### config.mk
export PLATFORM = sky130hd
export DESIGN_NAME = pnr_gain
export DESIGN_NICKNAME = d
export VERILOG_FILES = /design/src/hdl/pnr_pkg.sv /design/src/hdl/pnr_gain.sv
export SDC_FILE = /design/constraint.sdc
export NUM_CORES = 1
export LEC_CHECK = 0
export BUFFER_PORTS_ARGS = -buffer_cell sky130_fd_sc_hd__buf_4
export CAP_MARGIN = 10
export CORE_AREA = 2 2 114 116
export CTS_CLUSTER_DIAMETER = 40
export DETAILED_ROUTE_END_ITERATION = 8
export DIE_AREA = 0 0 116 118
export GPL_ROUTABILITY_DRIVEN = 0
export GPL_TIMING_DRIVEN = 1
export PLACE_DENSITY = 0.86
export SETUP_SLACK_MARGIN = 0.2
export SYNTH_ARGS = -nofsm -noshare
export SYNTH_HDL_FRONTEND = slang
export SYNTH_SLANG_ARGS = --single-unit
### constraint.sdc
create_clock -name clk_i -period 0.9 [get_ports clk_i]
set_clock_uncertainty 0.05 [all_clocks]
set_input_delay 0.18 -clock clk_i [delete_from_list [all_inputs] [get_ports clk_i]]
set_output_delay 0.18 -clock clk_i [all_outputs]
set_load 0.01 [all_outputs]
### src/hdl/pnr_pkg.sv
// ----------------------------------------------------------------------------
// pnr_pkg: shared types and constants for the stereo panner
// Widths, pan-law constants, register indexes and the gain bundle.
// ----------------------------------------------------------------------------
`timescale 1ns / 1ps
`default_nettype none

package pnr_pkg;

  // field widths
  localparam int SampleW = 16;
  localparam int PanW    = 15;
  localparam int GainW   = 16;
  localparam int MagW    = 14;
  localparam int CfgIdxW = 1;

  // pan law: far gain = floor((limit - |pan|) * 32768 / limit)
  localparam logic [MagW-1:0]  PanLimit = 14'd10000;
  localparam logic [GainW-1:0] UnityQ15 = 16'h8000;

  // 32768 / 10000 = 2048 / 625, done as a multiply by ceil(2^34 / 625) and >> 23
  localparam int RecipW     = 25;
  localparam int RecipShift = 23;
  localparam logic [RecipW-1:0] RecipQ = 25'd27487791;

  // Q15 product scaling and output clamp
  localparam int ProdW  = SampleW + GainW + 1;
  localparam int FracW  = 15;
  localparam int ShiftW = ProdW - FracW;
  localparam logic signed [SampleW-1:0] SatMax = 16'sh7FFF;
  localparam logic signed [SampleW-1:0] SatMin = -16'sh8000;

  // configuration register indexes
  typedef enum logic [CfgIdxW-1:0] {
    REG_PAN  = 1'b0,
    REG_MODE = 1'b1
  } pnr_reg_e;

  // per-side gains, unsigned Q15
  typedef struct packed {
    logic [GainW-1:0] left;
    logic [GainW-1:0] right;
  } pnr_gains_t;

endpackage

`default_nettype wire

### src/hdl/pnr_gain.sv
// ----------------------------------------------------------------------------
// pnr_gain: pan position to Q15 gain pair
// Clamps the pan, computes the far-side linear gain and registers both gains.
// ----------------------------------------------------------------------------
`timescale 1ns / 1ps
`default_nettype none

module pnr_gain (
  input  wire logic                               clk_i,
  input  wire logic                               rst_ni,
  input  wire logic signed [pnr_pkg::PanW-1:0]    pan_i,
  output pnr_pkg::pnr_gains_t                     gains_o
);

  localparam int MulW = pnr_pkg::MagW + pnr_pkg::RecipW;

  logic [pnr_pkg::PanW-1:0]  pan_mag;
  logic [pnr_pkg::MagW-1:0]  mag_clamped;
  logic [pnr_pkg::MagW-1:0]  far_m;
  logic [MulW-1:0]           far_prod;
  logic [pnr_pkg::GainW-1:0] far_gain;
  logic                      pan_right;
  pnr_pkg::pnr_gains_t       gains_d, gains_q;

  // magnitude, clamped to the pan limit
  assign pan_mag     = pan_i[pnr_pkg::PanW-1] ? pnr_pkg::PanW'(~pan_i + 1'b1)
                                              : pnr_pkg::PanW'(pan_i);
  assign mag_clamped = (pan_mag > pnr_pkg::PanW'(pnr_pkg::PanLimit)) ? pnr_pkg::PanLimit
                                                                     : pan_mag[pnr_pkg::MagW-1:0];
  assign far_m       = pnr_pkg::PanLimit - mag_clamped;

  // far gain by reciprocal multiply, exact floor over the whole range
  assign far_prod = MulW'(far_m) * MulW'(pnr_pkg::RecipQ);
  assign far_gain = far_prod[pnr_pkg::RecipShift +: pnr_pkg::GainW];

  // near side stays at unity
  assign pan_right     = !pan_i[pnr_pkg::PanW-1] && (pan_i != '0);
  assign gains_d.left  = pan_right ? far_gain : pnr_pkg::UnityQ15;
  assign gains_d.right = pan_i[pnr_pkg::PanW-1] ? far_gain : pnr_pkg::UnityQ15;

  // gain register, follows the pan register in the next cycle
  always_ff @(posedge clk_i or negedge rst_ni) begin
    if (!rst_ni) begin
      gains_q <= '{left: pnr_pkg::UnityQ15, right: pnr_pkg::UnityQ15};
    end else begin
      gains_q <= gains_d;
    end
  end

  assign gains_o = gains_q;

endmodule

`default_nettype wire

==> results of run 1 <==
-- kinds of logic after synthesis --
logic type | synth area share
AO/OA/AOI/OAI | 0.09418
XOR/XNOR | 0.04515
adder cells (fa/ha/maj) | 0.5518
buffers and inverters | 0.1137
flip-flops | 0.1035
other | 0.0004833
AND/OR/NAND/NOR | 0.09111
-- what timing repair did --
action | in CTS
pin swaps | 54
hold endpoints to repair | 30
gates resized for setup | 78
setup buffers | 19
setup endpoints to repair | 64
-- stage by stage --
stage	util	TNS (ns)
detailed placement	0.8059	-252.80
floorplan	-	-231.73
global placement	0.8059	-239.25
CTS	0.8593	-238.04
-- layer usage --
layer / track usage / GRT overflow
met5: 0.4039 / 0
met2: 0.8589 / 10
met4: 0.7113 / 23
met1: 0.7302 / 1
met3: 0.6601 / 1
==> metrics.md, run 1 <==
| Metric | Value |
|---|---|
| H-tree depth | `2` |
| TritonCTS buffer count | `5` |
| GRT worst endpoint | `gains_o[14]$_DFF_PN0_/D` |
| Clock sink count | `32` |
| Post-synth cell types | `70` |
| Largest net degree at the start of global routing | `33` |
| Cell Rows | `slightly above 40` |
| CTS Root Cell | `clkbuf_16` |
| Width of the die | `116 um` |
| Syn Inst Count | `just under 800` |
| DP HPWL | `between 20,000 and 25,000 um` |
| Cell with the most instances after synthesis | `inv_1` |
| Async set or reset register ratio after synthesis | `1.000` |
| Top post-synthesis cells by count | `inv_1 (215), ha_1 (147), fa_1 (122)` |
| Synthesized area | `slightly below 8000 um2` |
| EDFF count, synth | `0` |
| Sequential area share after synthesis | `0.1035` |
| WEP type | `sequential cell input` |
| I/O Buffers | `48` |
| Die height | `around 120 um` |
| Synth Register Bits | `32` |
| Stop err | `[ERROR GRT-0232] Routing congestion too high. Check the congestion heatmap in the GUI.` |
| DP Worst Slack | `-8.318 ns` |
| Total gr overflow | `35` |
| Starting Density | `0.6250` |
| Boundary pin count | `49` |
| Main area contributors after synthesis | `fa_1 (31%), ha_1 (24%), inv_1 (10%), dfrtp_1 (9.7%), xnor2_1 (3.2%)` |
| Exit stage | `5_1_grt` |
| Synth Flop Type | `dfrtp_1` |
| Synth Area per Inst | `around 9.8 um2` |
| Synth area leader | `fa_1` |
| Yosys top cell area share | `0.3148` |
| GRT Util Overall | `0.7419` |
| Max clock buf depth | `2` |
| Area post-placement | `roughly 10,000 um2` |
| Placed cells | `roughly 1,200` |
| Status | `stopped before the end` |
| Synth Warn # | `0` |
==> run 2, diff against run 1 <==
--- a/config.mk
+++ b/config.mk
@@ -7,14 +7,12 @@
 export LEC_CHECK = 0
 export BUFFER_PORTS_ARGS = -buffer_cell sky130_fd_sc_hd__buf_4
 export CAP_MARGIN = 10
-export CORE_AREA = 2 2 114 116
-export CTS_CLUSTER_DIAMETER = 40
+export CORE_AREA = 2 2 143 145
 export DETAILED_ROUTE_END_ITERATION = 8
-export DIE_AREA = 0 0 116 118
+export DIE_AREA = 0 0 145 147
 export GPL_ROUTABILITY_DRIVEN = 0
 export GPL_TIMING_DRIVEN = 1
-export PLACE_DENSITY = 0.86
-export SETUP_SLACK_MARGIN = 0.2
+export PLACE_DENSITY_LB_ADDON = 0.15
 export SYNTH_ARGS = -nofsm -noshare
 export SYNTH_HDL_FRONTEND = slang
 export SYNTH_SLANG_ARGS = --single-unit
==> run 2 against run 1 <==
Against the previous run: the flow now finishes, with violations (negative setup slack); area after synthesis is the same; synthesized cell count unchanged.
==> metrics.md, run 2 <==
| Metric | Value |
|---|---|
| Status | `finished with violations (was stopped before the end)` |
| Failing checks | `negative setup slack` |
| Max FO, Critical Path | `5` |
| Critical path's slowest cell | `fa_1` |
| Max Freq | `about 0.12 GHz` |
| DRT Pass-1 Iters | `4` |
| Mux contribution to synthesized area | `0 (unchanged)` |
| Async set or reset register ratio after synthesis | `1.000 (unchanged)` |
| Width of the die | `145 um (was 116 um)` |
| CTS Root Cell | `clkbuf_16 (unchanged)` |
| Synthesized area | `7759 um2 (unchanged)` |
| Boundary pin count | `49 (unchanged)` |
| Fin crit period | `8.437 ns` |
| CP peak stage delay | `approximately 0.59 ns` |
| Synth Flop Type | `dfrtp_1 (unchanged)` |
| Cell with the most instances after synthesis | `inv_1 (unchanged)` |
| Routed vias/inst | `between 4 and 5` |
| Most common cell after layout, fill and taps aside | `buf_4` |
| Slew headroom | `0.6544` |
| DR vias | `slightly above 6,000` |
| Routed len/inst | `between 15 and 20 um` |
| Cell Rows | `52 (was 41)` |
| ANT cells | `0` |
| TritonCTS buffer count | `5 (unchanged)` |
| Final Hold Fails | `0` |
| Die footprint | `between 20,000 and 25,000 um2` |
| Initial DRC count | `~170` |
| CTS tree | `built` |
| Setup TNS | `-235.50 ns` |
| DP HPWL | `17,940 um (was 20,370 um)` |
| # nets final | `approximately 1,300` |
| Tcrit/Tclk final | `9.374` |
| Post-route ant nets | `0` |
| First-pass GRT wire length | `between 30,000 and 40,000 um` |
| H-tree depth | `2 (unchanged)` |
| Pins Over Slew Limit | `0` |
| Area grow syn2layout | `43.72%` |
| Share of cells above drive strength 1 | `0.3795` |
| Die height | `147 um (was 118 um)` |
| Post-Synth Simple-Gate Area | `0.09111 (unchanged)` |
| Top post-synthesis cells by count | `inv_1 (215), ha_1 (147), fa_1 (122) (unchanged)` |
| WHS | `0.1797 ns` |
| Sequential area share after synthesis | `0.1035 (unchanged)` |
| Max-cap violation count | `0` |
| Synth area leader | `fa_1 (unchanged)` |
| Largest register FFs | `32` |
| Synth Warn # | `0 (unchanged)` |
| Starting Density | `0.3910 (was 0.6250)` |
| CP endpoint kind | `flop` |
| HP Class | `input port to flop` |
| Startpoint Class | `input port` |
| Synth Area per Inst | `9.821 um2 (unchanged)` |
| Clock sink count | `32 (unchanged)` |
| Total length of routed wires | `20,410 um` |
| Main combinational cell family by area after synthesis | `adder cells (unchanged)` |
| Compound-Gate Fraction of Synth Area | `0.09418 (unchanged)` |
| Max clock buf depth | `2 (unchanged)` |
| Top cell by count, worst path | `fa_1` |
| CP Data Required Time | `1.00 ns` |
| I/O Buffers | `48 (unchanged)` |
| Setup WS post-layout | `-7.537 ns` |
| Syn Inst Count | `790 (unchanged)` |
| Core region area | `roughly 20,000 um2` |
| Fin util | `0.5619` |
| Vias in the first global route | `~6,700` |
| Post-synth cell types | `70 (unchanged)` |
| Post-Synth Adder-Cell Area | `0.5518 (unchanged)` |
| Remaining DRCs | `0` |
| Largest net degree at the start of global routing | `33` |
| Clock transition at path regs | `roughly 0.05 ns` |
| EDFF count, synth | `0 (unchanged)` |
| DP Worst Slack | `-8.236 ns (was -8.318 ns)` |
| WS Path Type | `input port to flop` |
| Main area contributors after synthesis | `fa_1 (31%), ha_1 (24%), inv_1 (10%), dfrtp_1 (9.7%), xnor2_1 (3.2%) (unchanged)` |
| Initial antenna violation count | `0` |
| RSZ-0062 raised after global routing | `yes` |
| Most frequent cells in the layout | `buf_4 (224), inv_1 (195), ha_1 (133)` |
| Setup-failing EPs final | `64` |
| GRT Util Overall | `0.1972` |
| Synth Register Bits | `32 (unchanged)` |
| Total gr overflow | `0` |
| Worst-margin pin slew | `between 0.5 and 0.6 ns` |
| Yosys top cell area share | `0.3148 (unchanged)` |
| Post-Synth XOR/XNOR Area | `0.04515 (unchanged)` |
| Crit path arrival time | `~8.5 ns` |
## run 2: cell counts after synthesis
Identical to the previous run, type by type.
## run 2: cell families (layout without fill, tap and decap cells)
| group | count (synthesis) | in the layout |
|---|---|---|
| buf+inv | 228 | 499 |
| simple gates | 128 | 128 |
| fa+ha+maj | 269 | 269 |
| xor+xnor | 40 | 40 |
| other cells | 1 | 2 |
| flops | 32 | 32 |
| compound gates | 92 | 92 |
## run 2: routing by layer
metal	global-route usage	share of wire
met5	0	0
met4	0.03663	0.011
met3	0.01273	0.014
met2	0.3607	0.52
met1	0.2605	0.46
## run 2: final cells by class
class,instances,area [um2]
fillers,1781,8693
multi-input cells,531,6724
repair buffers,275,2290
inverters,216,828.3
flip-flops and latches,32,803.3
well taps,270,337.8
clock buffers,5,125.1
clock inverters,3,42.54
## run 2: worst paths after layout
| path | cells after the start | slack [ns] | from | endpoint |
|---|---|---|---|---|
| max in group asynchronous | 2 | 0.15 | rst_ni | gains_o[31]$_DFF_PN1_ |
| min in group asynchronous | 2 | 0.34 | rst_ni | gains_o[13]$_DFF_PN0_ |
| min | 3 | 0.18 | pan_i[14] | gains_o[15]$_DFF_PN1_ |
| max | 38 | -7.54 | pan_i[1] | gains_o[28]$_DFF_PN0_ |
## run 2: what timing repair did
action	4_1_cts	5_1_grt
hold buffers	1	0
setup buffers	17	15
resized for setup	81	38
pin swaps	67	49
hold endpoints to repair	30	0
setup endpoints to repair	64	64
## run 2: worst max-delay path: cells and delay by family
kind,cells,cell delay (ns)
compound gates,15,2.57
xor+xnor,2,0.50
fa+ha+maj,9,3.62
buf+inv,8,0.86
simple gates,4,0.81
## run 2: metrics by stage
step | cells | cell area, um2
5_1_grt | 1332 | 11150
6_report | 1332 | 11150
2_1_floorplan | 791 | 8077
3_5_place_dp | 1296 | 10220
4_1_cts | 1319 | 10860
3_3_place_gp | 1296 | 10220
Power of run 2 is not shown: default switching activity piles up to over one toggle a cycle in this logic, so the estimate is an artifact.
