File: src/hdl/pnr_pkg.sv
// ----------------------------------------------------------------------------
// pnr_pkg: shared types and constants for the stereo panner
// Widths, pan-law constants, register indexes and the gain bundle.
// ----------------------------------------------------------------------------
`timescale 1ns / 1ps
`default_nettype none

package pnr_pkg;

  // field widths
  localparam int SampleW = 16;
  localparam int PanW    = 15;
  localparam int GainW   = 16;
  localparam int MagW    = 14;
  localparam int CfgIdxW = 1;

  // pan law: far gain = floor((limit - |pan|) * 32768 / limit)
  localparam logic [MagW-1:0]  PanLimit = 14'd10000;
  localparam logic [GainW-1:0] UnityQ15 = 16'h8000;

  // 32768 / 10000 = 2048 / 625, done as a multiply by ceil(2^34 / 625) and >> 23
  localparam int RecipW     = 25;
  localparam int RecipShift = 23;
  localparam logic [RecipW-1:0] RecipQ = 25'd27487791;

  // Q15 product scaling and output clamp
  localparam int ProdW  = SampleW + GainW + 1;
  localparam int FracW  = 15;
  localparam int ShiftW = ProdW - FracW;
  localparam logic signed [SampleW-1:0] SatMax = 16'sh7FFF;
  localparam logic signed [SampleW-1:0] SatMin = -16'sh8000;

  // configuration register indexes
  typedef enum logic [CfgIdxW-1:0] {
    REG_PAN  = 1'b0,
    REG_MODE = 1'b1
  } pnr_reg_e;

  // per-side gains, unsigned Q15
  typedef struct packed {
    logic [GainW-1:0] left;
    logic [GainW-1:0] right;
  } pnr_gains_t;

endpackage

`default_nettype wire

File: src/hdl/pnr_scale.sv
// ----------------------------------------------------------------------------
// pnr_scale: one channel of Q15 gain scaling
// Multiplies a sample by an unsigned Q15 gain, floors by 2^15, saturates.
// ----------------------------------------------------------------------------
`timescale 1ns / 1ps
`default_nettype none

module pnr_scale (
  input  wire logic signed [pnr_pkg::SampleW-1:0] sample_i,
  input  wire logic        [pnr_pkg::GainW-1:0]   gain_i,
  output logic signed      [pnr_pkg::SampleW-1:0] result_o
);

  logic signed [pnr_pkg::GainW:0]      gain_s;
  logic signed [pnr_pkg::ProdW-1:0]    prod;
  logic signed [pnr_pkg::ShiftW-1:0]   shifted;

  // signed multiply, arithmetic shift rounds toward minus infinity
  assign gain_s  = $signed({1'b0, gain_i});
  assign prod    = pnr_pkg::ProdW'(sample_i) * pnr_pkg::ProdW'(gain_s);
  assign shifted = prod[pnr_pkg::ProdW-1:pnr_pkg::FracW];

  // clamp to 16 bits
  always_comb begin
    if (shifted > pnr_pkg::ShiftW'(pnr_pkg::SatMax)) begin
      result_o = pnr_pkg::SatMax;
    end else if (shifted < pnr_pkg::ShiftW'(pnr_pkg::SatMin)) begin
      result_o = pnr_pkg::SatMin;
    end else begin
      result_o = shifted[pnr_pkg::SampleW-1:0];
    end
  end

endmodule

`default_nettype wire

File: config.mk
export PLATFORM = sky130hd
export DESIGN_NAME = pnr_scale
export DESIGN_NICKNAME = d
export VERILOG_FILES = /design/src/hdl/pnr_pkg.sv /design/src/hdl/pnr_scale.sv
export SDC_FILE = /design/constraint.sdc
export NUM_CORES = 1
export LEC_CHECK = 0
export ABC_AREA = 1
export BUFFER_PORTS_ARGS = -buffer_cell sky130_fd_sc_hd__clkbuf_2
export CAP_MARGIN = 20
export CORE_AREA = 2 2 140 142
export DETAILED_ROUTE_END_ITERATION = 8
export DIE_AREA = 0 0 142 144
export PLACE_DENSITY_LB_ADDON = 0.05
export SYNTH_ARGS = -nofsm -noshare
export SYNTH_HDL_FRONTEND = slang
export SYNTH_SLANG_ARGS = --single-unit
File: constraint.sdc
create_clock -name vclk -period 7.9
set_clock_uncertainty 0.05 [all_clocks]
set_input_delay 0.395 -clock vclk [all_inputs]
set_output_delay 0.395 -clock vclk [all_outputs]
set_load 0.01 [all_outputs]
# Word-level counts from Yosys, hierarchy flattened
# Index checks and enable logic that the tools add are counted.
# totals
in_bits	32
ff_bits	0
out_inout_bits	16
word_cells	5
# op_classes
multipliers	1
mux	2
magnitude_cmp	2
# ops
cell	n
$mul 16x17->33	1
$mux 16	2
$gt 18x16->1 const B	1
$lt 18x16->1 const B	1

# Depth between registers and ports, before layout
# Gate-level depths: netlist of run 1.
# depth
word_depth	4
ltp_mapped	30
mapped_depth_nobuf	27

# Worst setup path after synthesis of run 1
# OpenSTA, ideal clock, no wires.
# synth_path
path_type	input-to-output
start	input port sample_i[2] (netlist bit)
end	output port result_o[10] (netlist bit)
path_buffers	3
arrival_time_ns	5.743
slack_ns	1.712
required_ns	7.455
stages	26
cell_sequence	clkbuf_1 -> clkbuf_1 -> nand2_1 -> fa_1 -> fa_1 -> fa_1 -> fa_1 -> inv_1 -> fa_1 -> inv_1 -> fa_1 -> inv_1 -> ha_1 -> a21o_1 -> a21oi_1 -> nor2_1 -> nor2_1 -> nand2_1 -> nand2_1 -> nand2_1 -> nand2_1 -> nand2_1 -> inv_1 -> o21ai_4 -> buf_6 -> nand2_1
# synth_via
elab_chain_len	4
elab_cells_between_ends	5
classes_between	mul: 1; order compare: 2; mux: 2
# synth_lines
element	line	text
start, declared	pnr_scale.sv:9	input wire logic signed [pnr_pkg::SampleW-1:0] sample_i,
$mul 16x17->33 (*)	pnr_scale.sv:20	assign prod = pnr_pkg::ProdW'(sample_i) * pnr_pkg::ProdW'(gain_s);
$lt 18x16->1	pnr_scale.sv:27	end else if (shifted < pnr_pkg::ShiftW'(pnr_pkg::SatMin)) begin
$mux 16	pnr_scale.sv:27	
$mux 16 (*)	pnr_scale.sv:25	if (shifted > pnr_pkg::ShiftW'(pnr_pkg::SatMax)) begin
end, declared	pnr_scale.sv:11	output logic signed [pnr_pkg::SampleW-1:0] result_o
# Mark *: on every way between the ends. The rest lies on a longest branch, timed or not.

# Worst setup path after layout of run 1
# layout_path
start	input port gain_i[7] (netlist bit)
end	output port result_o[13] (netlist bit)
# layout_via
elab_chain_len	4
elab_cells_between_ends	5
classes_between	mul: 1; order compare: 2; mux: 2
# layout_lines
element	line	text
start, declared	pnr_scale.sv:10	input wire logic [pnr_pkg::GainW-1:0] gain_i,
$mul 16x17->33 (*)	pnr_scale.sv:20	
$lt 18x16->1	pnr_scale.sv:27	
$mux 16	pnr_scale.sv:27	
$mux 16 (*)	pnr_scale.sv:25	
# Marked as above.

==> results.ini, run 1 <==
[outcome]
status=finished clean

[place]
io_buffers=48
place.gp.congestion=0.888
post-place-ws_ns=1.26
dp_hpwl_mm=19.8

[floorplanning]
rows=51
die_area_um2=20400
ioPinCount=48
core_um2=19100
dieWidth_um=142
start_util_pct=49.1
die_h_um=144

[synthesis]
yosysMostFrequentCell=inv_1
ys_seq_area_share_pct=0
ys_types=27
synth_nets=1649
muxShareOfSynthArea_pct=0
yosysTopAreaCell=fa_1
synth_top_family_by_area=adder cells
syn_avg_cell_area_um2=7.18
synth_area_leaders=fa_1, ha_1, inv_1, nand2_1, clkbuf_1
yosysTopAreaCellShare_pct=41.3
synth_compound_area_share_pct=3.43
ys_warn_count=0
synthXorXnorAreaFrac_pct=1.22
syn_inst=1305
synth_common_cells=inv_1, nand2_1, fa_1, ha_1
syn-cell-area_um2=9370
yosys.area_share.adder_pct=57.1
synth-simple-area-share_pct=20.4

[sta]
tns_ns=0
max_freq_mhz=150
layout_min_cycle_time_ns=6.66
final_max_slew_viol_count=0
rsz0062_at_grt=false
worst_pin_slew_ns=0.534
finalHoldViolCount=0
slew_headroom_pct=64.4
whs_ns=1.58
worst_slack_ns=1.24
setup_viol=0
fin_crit_sh_pct=84.4

[finish]
nFillCells=1999
seq_area_um2=0
design.seq.count=0
area_growth_pct=3.46
drive_gt1_share_pct=5.31
diodes=0
nNetsFinal=1645
clock_buffers=0
multi_input_area_um2=7700

[routing]
wl_per_cell_um=15.1
ant_nets=0
avgViaCountPerCell=4.92
drt-initial-drc-count=292
via_count=7556
drt_wl_total_mm=23.2
drc_errors=0
first_pass_iters=5

[global_routing]
grt_overflow=0
grtUsageTotal_pct=23.8
grt_pass1_wl_mm=38.3
grt_max_degree=18
antenna_found_initial=0
first_global_vias=7683

[clocking]
cts_resized=0
post-cts-setup-buffers=0
cts_hold_buf=0

[worst_hold_path]
hp-start=sample_i[15]
min_path_type=primary input to output pin
worstHoldPathCells=7
holdPathEnd=result_o[15]

[worst_setup_path]
startpoint_type=primary input
critPathCaptureType=output pin
crit_fanout=16
cp.required_ns=7.46
critPathKind=primary input to output pin
arrival_ns=6.22

[run]
maxCapViolCount=0

==> stage by stage <==
step | area, um^2 | instances | util (%)
after global routing | 9690 | 1537 | 50.8
after detailed placement | 9690 | 1537 | 50.8
after global placement | 9690 | 1537 | 50.8
final | 9690 | 1537 | 50.8
after CTS | 9690 | 1537 | 50.8
after floorplan | 9370 | 1305 | -
==> worst max-delay path, stage by stage <==
cell	delay, ns
clkbuf_2	0.38
nand2_1	0.15
fa_1	0.55
inv_1	0.05
fa_1	0.49
inv_1	0.05
fa_1	0.53
inv_1	0.05
fa_1	0.44
fa_1	0.53
inv_1	0.05
fa_1	0.48
inv_1	0.04
ha_1	0.37
nand2_1	0.12
nor2_1	0.23
inv_1	0.10
nor2_1	0.11
nor2_1	0.04
nand2_1	0.13
nand2_1	0.11
nand2_1	0.08
nand2_1	0.04
nand2_1	0.16
nand2_2	0.21
nand2_1	0.10
nand2_1	0.06
clkbuf_2	0.14
==> worst max path at each step <==
| stage | start | cells past startpoint | to | slack [ns] |
|---|---|---|---|---|
| after detailed placement | sample_i[15] | 27 | result_o[13] | 1.26 |
| after floorplan | sample_i[2] | 26 | result_o[10] | 1.71 |
| final | gain_i[7] | 28 | result_o[13] | 1.24 |
| after global placement | sample_i[15] | 27 | result_o[13] | 1.29 |
| after CTS | sample_i[15] | 27 | result_o[13] | 1.26 |
| after global routing | gain_i[7] | 28 | result_o[9] | 0.74 |
==> routing by layer <==
layer  part of all wire [%]  GRT usage (%)  vias to the layer above
li1                       -              -                     3695
met1                     43           31.1                     3684
met2                     52           44.0                      155
met3                    3.8           1.56                       22
met4                    1.9           4.00                        0
met5                      0              0                        -
==> placed cells by master (no fill, tap or decap) <==
cell	Yosys	routed
fa_1	193	193
or2_2	7	7
nor2_1	52	52
ha_1	119	119
clkbuf_2	0	48
o21ai_4	1	1
nand3_2	1	1
o21a_1	3	3
inv_1	381	381
nand3b_1	4	4
o21ai_1	4	4
inv_2	5	5
buf_4	0	1
nand3_1	19	19
o21ai_0	10	10
xnor2_1	5	5
o21bai_1	4	4
nand4_1	3	3
nor4_1	1	1
nand2_1	380	380
nand2_2	5	5
a21oi_1	35	35
xor2_1	8	8
nor2_4	1	1
a21o_1	1	1
nor3_1	8	8
==> kinds of logic (layout without fill, tap and decap cells) <==
| group | Yosys count | after routing |
|---|---|---|
| buf+inv | 441 | 435 |
| compound gates | 58 | 58 |
| simple gates | 481 | 481 |
| fa+ha+maj | 312 | 312 |
| xor+xnor | 13 | 13 |
==> area by class of cell <==
type / count / area share [%]
repair buffers: 49 / 2.56
multi-input cells: 864 / 79.4
inverters: 386 / 15.0
well taps: 238 / 3.07
Power of run 1 is not shown: default switching activity piles up to over one toggle a cycle in this logic, so the estimate is an artifact.
==> inputs of run 2 (changes only) <==
ABC_AREA = 0   (was 1)
CORE_AREA = 2 2 137 139   (was 2 2 140 142)
DIE_AREA = 0 0 139 141   (was 0 0 142 144)
clock period = 7 ns   (was 7.9 ns; I/O delays follow)
==> run 2 against run 1 <==
Compared with the run above:
- first-iteration DRC count fell by 18%
- sequential share of layout area stayed put
- via count down 12%
- core utilization grew 1.1 points
- design area down 2.2%
- global-route usage decreased by 1.2 points
- synthesized cell count shrank 23%
- critical path depth fell by 4
- setup slack worse by 0.99 ns
- hold slack better by 0.19 ns
- wire length shrank 8.1%
- largest cell class unchanged
==> results.ini, run 2 <==
[synthesis]
synth_common_cells=inv_1, fa_1, nand2_1, ha_1, and2_1  ; was inv_1, nand2_1, fa_1, ha_1
syn-cell-area_um2=8850  ; was 9370 um^2
syn_inst=1008  ; was 1305
ys_seq_area_share_pct=0  ; unchanged
syn_avg_cell_area_um2=8.78  ; was 7.18 um^2
ys_types=58  ; was 27
yosysMostFrequentCell=inv_1  ; unchanged
synth_area_leaders=fa_1, ha_1, inv_1, and2_1, nand2_1  ; was fa_1, ha_1, inv_1, nand2_1, clkbuf_1
yosysTopAreaCellShare_pct=43.7  ; was 41.3%
synth_nets=1352  ; was 1649
ys_warn_count=0  ; unchanged
yosysTopAreaCell=fa_1  ; unchanged

[floorplanning]
die_h_um=141  ; was 144 um
ioPinCount=48  ; unchanged
start_util_pct=48.4  ; was 49.1%
rows=50  ; was 51
dieWidth_um=139  ; was 142 um
core_um2=18300  ; was 19100 um^2
die_area_um2=19600  ; was 20400 um^2

[sta]
fin_crit_sh_pct=96.5
tns_ns=0  ; unchanged
layout_min_cycle_time_ns=6.76
worst_slack_ns=0.244  ; was 1.24 ns
whs_ns=1.77  ; was 1.58 ns
worst_pin_slew_ns=0.421  ; was 0.534 ns
finalHoldViolCount=0  ; unchanged
slew_headroom_pct=71.8  ; was 64.4%
final_max_slew_viol_count=0  ; unchanged
rsz0062_at_grt=false  ; unchanged
setup_viol=0  ; unchanged
max_freq_mhz=148

[clocking]
cts_hold_buf=0  ; unchanged

[finish]
final_common_cell=inv_1  ; unchanged
final_cell_mix=inv_1, fa_1, nand2_1  ; was inv_1, nand2_1, fa_1
nNetsFinal=1400  ; was 1645
clock_buffers=0  ; unchanged
seq_area_um2=0  ; unchanged
design.seq.count=0  ; unchanged
area_growth_pct=7.14  ; was 3.46%
drive_gt1_share_pct=10.2  ; was 5.31%

[routing]
via_count=6614  ; was 7556
avgViaCountPerCell=5.13  ; was 4.92
first_pass_iters=4  ; was 5
drc_errors=0  ; unchanged
drt_wl_total_mm=21.3  ; was 23.2 mm
ant_nets=0  ; unchanged
wl_per_cell_um=16.5  ; was 15.1 um
drt-initial-drc-count=238  ; was 292

[worst_setup_path]
critPathCaptureType=output pin  ; unchanged
max_stage_delay_ns=0.50  ; was 0.55 ns
startpoint=sample_i[5]  ; was gain_i[7]
path_buf_inv=7  ; was 8
critPathKind=primary input to output pin  ; unchanged
cp.required_ns=6.60  ; was 7.46 ns
startpoint_type=primary input  ; unchanged
critical-path-top-delay-family=adder cells  ; unchanged
arrival_ns=6.36  ; was 6.22 ns
slowest_stage=fa_1  ; unchanged
cp_cell_sequence=clkbuf_2, and2_1, fa_1, inv_1, fa_1, inv_1, fa_1, fa_1, fa_1, inv_1, fa_1, inv_1, ha_1, and2_1, and4_1, nand2_1, a2111oi_4, o31ai_2, nor2b_4, o211ai_4, o21ai_2, buf_4, a31o_1, clkbuf_2
crit_top_cell=fa_1  ; was nand2_1
crit_fanout=16  ; unchanged

[place]
place.gp.congestion=0.853  ; was 0.888
post-place-ws_ns=0.0277  ; was 1.26 ns
dp_hpwl_mm=18.6  ; was 19.8 mm
io_buffers=48  ; unchanged

[global_routing]
antenna_found_initial=0  ; unchanged
grt_max_degree=17  ; was 18
grt_pass1_wl_mm=35.4  ; was 38.3 mm
grt_overflow=0  ; unchanged
grtUsageTotal_pct=22.5  ; was 23.8%
first_global_vias=6953  ; was 7683

[run]
maxCapViolCount=0  ; unchanged

[outcome]
status=finished clean  ; unchanged

[worst_hold_path]
hp-start=sample_i[15]  ; unchanged
min_path_type=primary input to output pin  ; unchanged

-- run 2: cell types whose count changed after synthesis, moves of 12 or more --
| cell | previous run | this run |
|---|---|---|
| clkbuf_1 | 52 | 31 |
| nand3_1 | 19 | 6 |
| nand2_1 | 380 | 137 |
| nor2_1 | 52 | 20 |
| and2_1 | 0 | 113 |
| a21o_1 | 1 | 19 |
| a21oi_1 | 35 | 23 |
| inv_1 | 381 | 243 |
-- run 2: worst paths after layout --
kind | end | slack [ns] | cells after the start
setup / recovery | result_o[4] | 0.24 | 24
hold / removal | result_o[15] | 1.77 | 8
-- run 2: layout make-up --
cell class / instances / area, um^2
inverters: 244 / 916
diodes: 1 / 2.50
well taps: 234 / 293
repair buffers: 86 / 538
multi-input cells: 724 / 7730
fillers: 1813 / 8790
-- run 2: logic make-up after synthesis --
logic type / count (synthesis) / synth area share [%]
adder cells (fa/ha/maj): 312 / 60.5
AND/OR/NAND/NOR: 307 / 17.5
buffers and inverters: 284 / 12.7
AO/OA/AOI/OAI: 86 / 7.27
XOR/XNOR: 16 / 1.67
multiplexers: 3 / 0.339
-- run 2: timing repair --
action,in CTS,in global routing
resized for setup,0,3
buffers inserted,0,1
endpoints found under the hold margin,0,0
endpoints found under the setup margin,0,15
-- run 2: through the flow --
stage,instance area (um^2),instances,utilization [%]
6_report,9480,1289,51.9
5_1_grt,9480,1288,51.9
4_1_cts,9450,1287,51.7
3_5_place_dp,9450,1287,51.7
3_3_place_gp,9450,1287,51.7
2_1_floorplan,8850,1008,-
-- run 2: metal layers --
metal,GRT usage (%),vias to the layer above,routed length [um]
met3,0.136,21,437
met4,4.36,0,420
met2,42.5,97,11600
li1,-,3121,-
met5,0,-,0
met1,29.5,3375,8860
Power of run 2 is left out for the same reason.
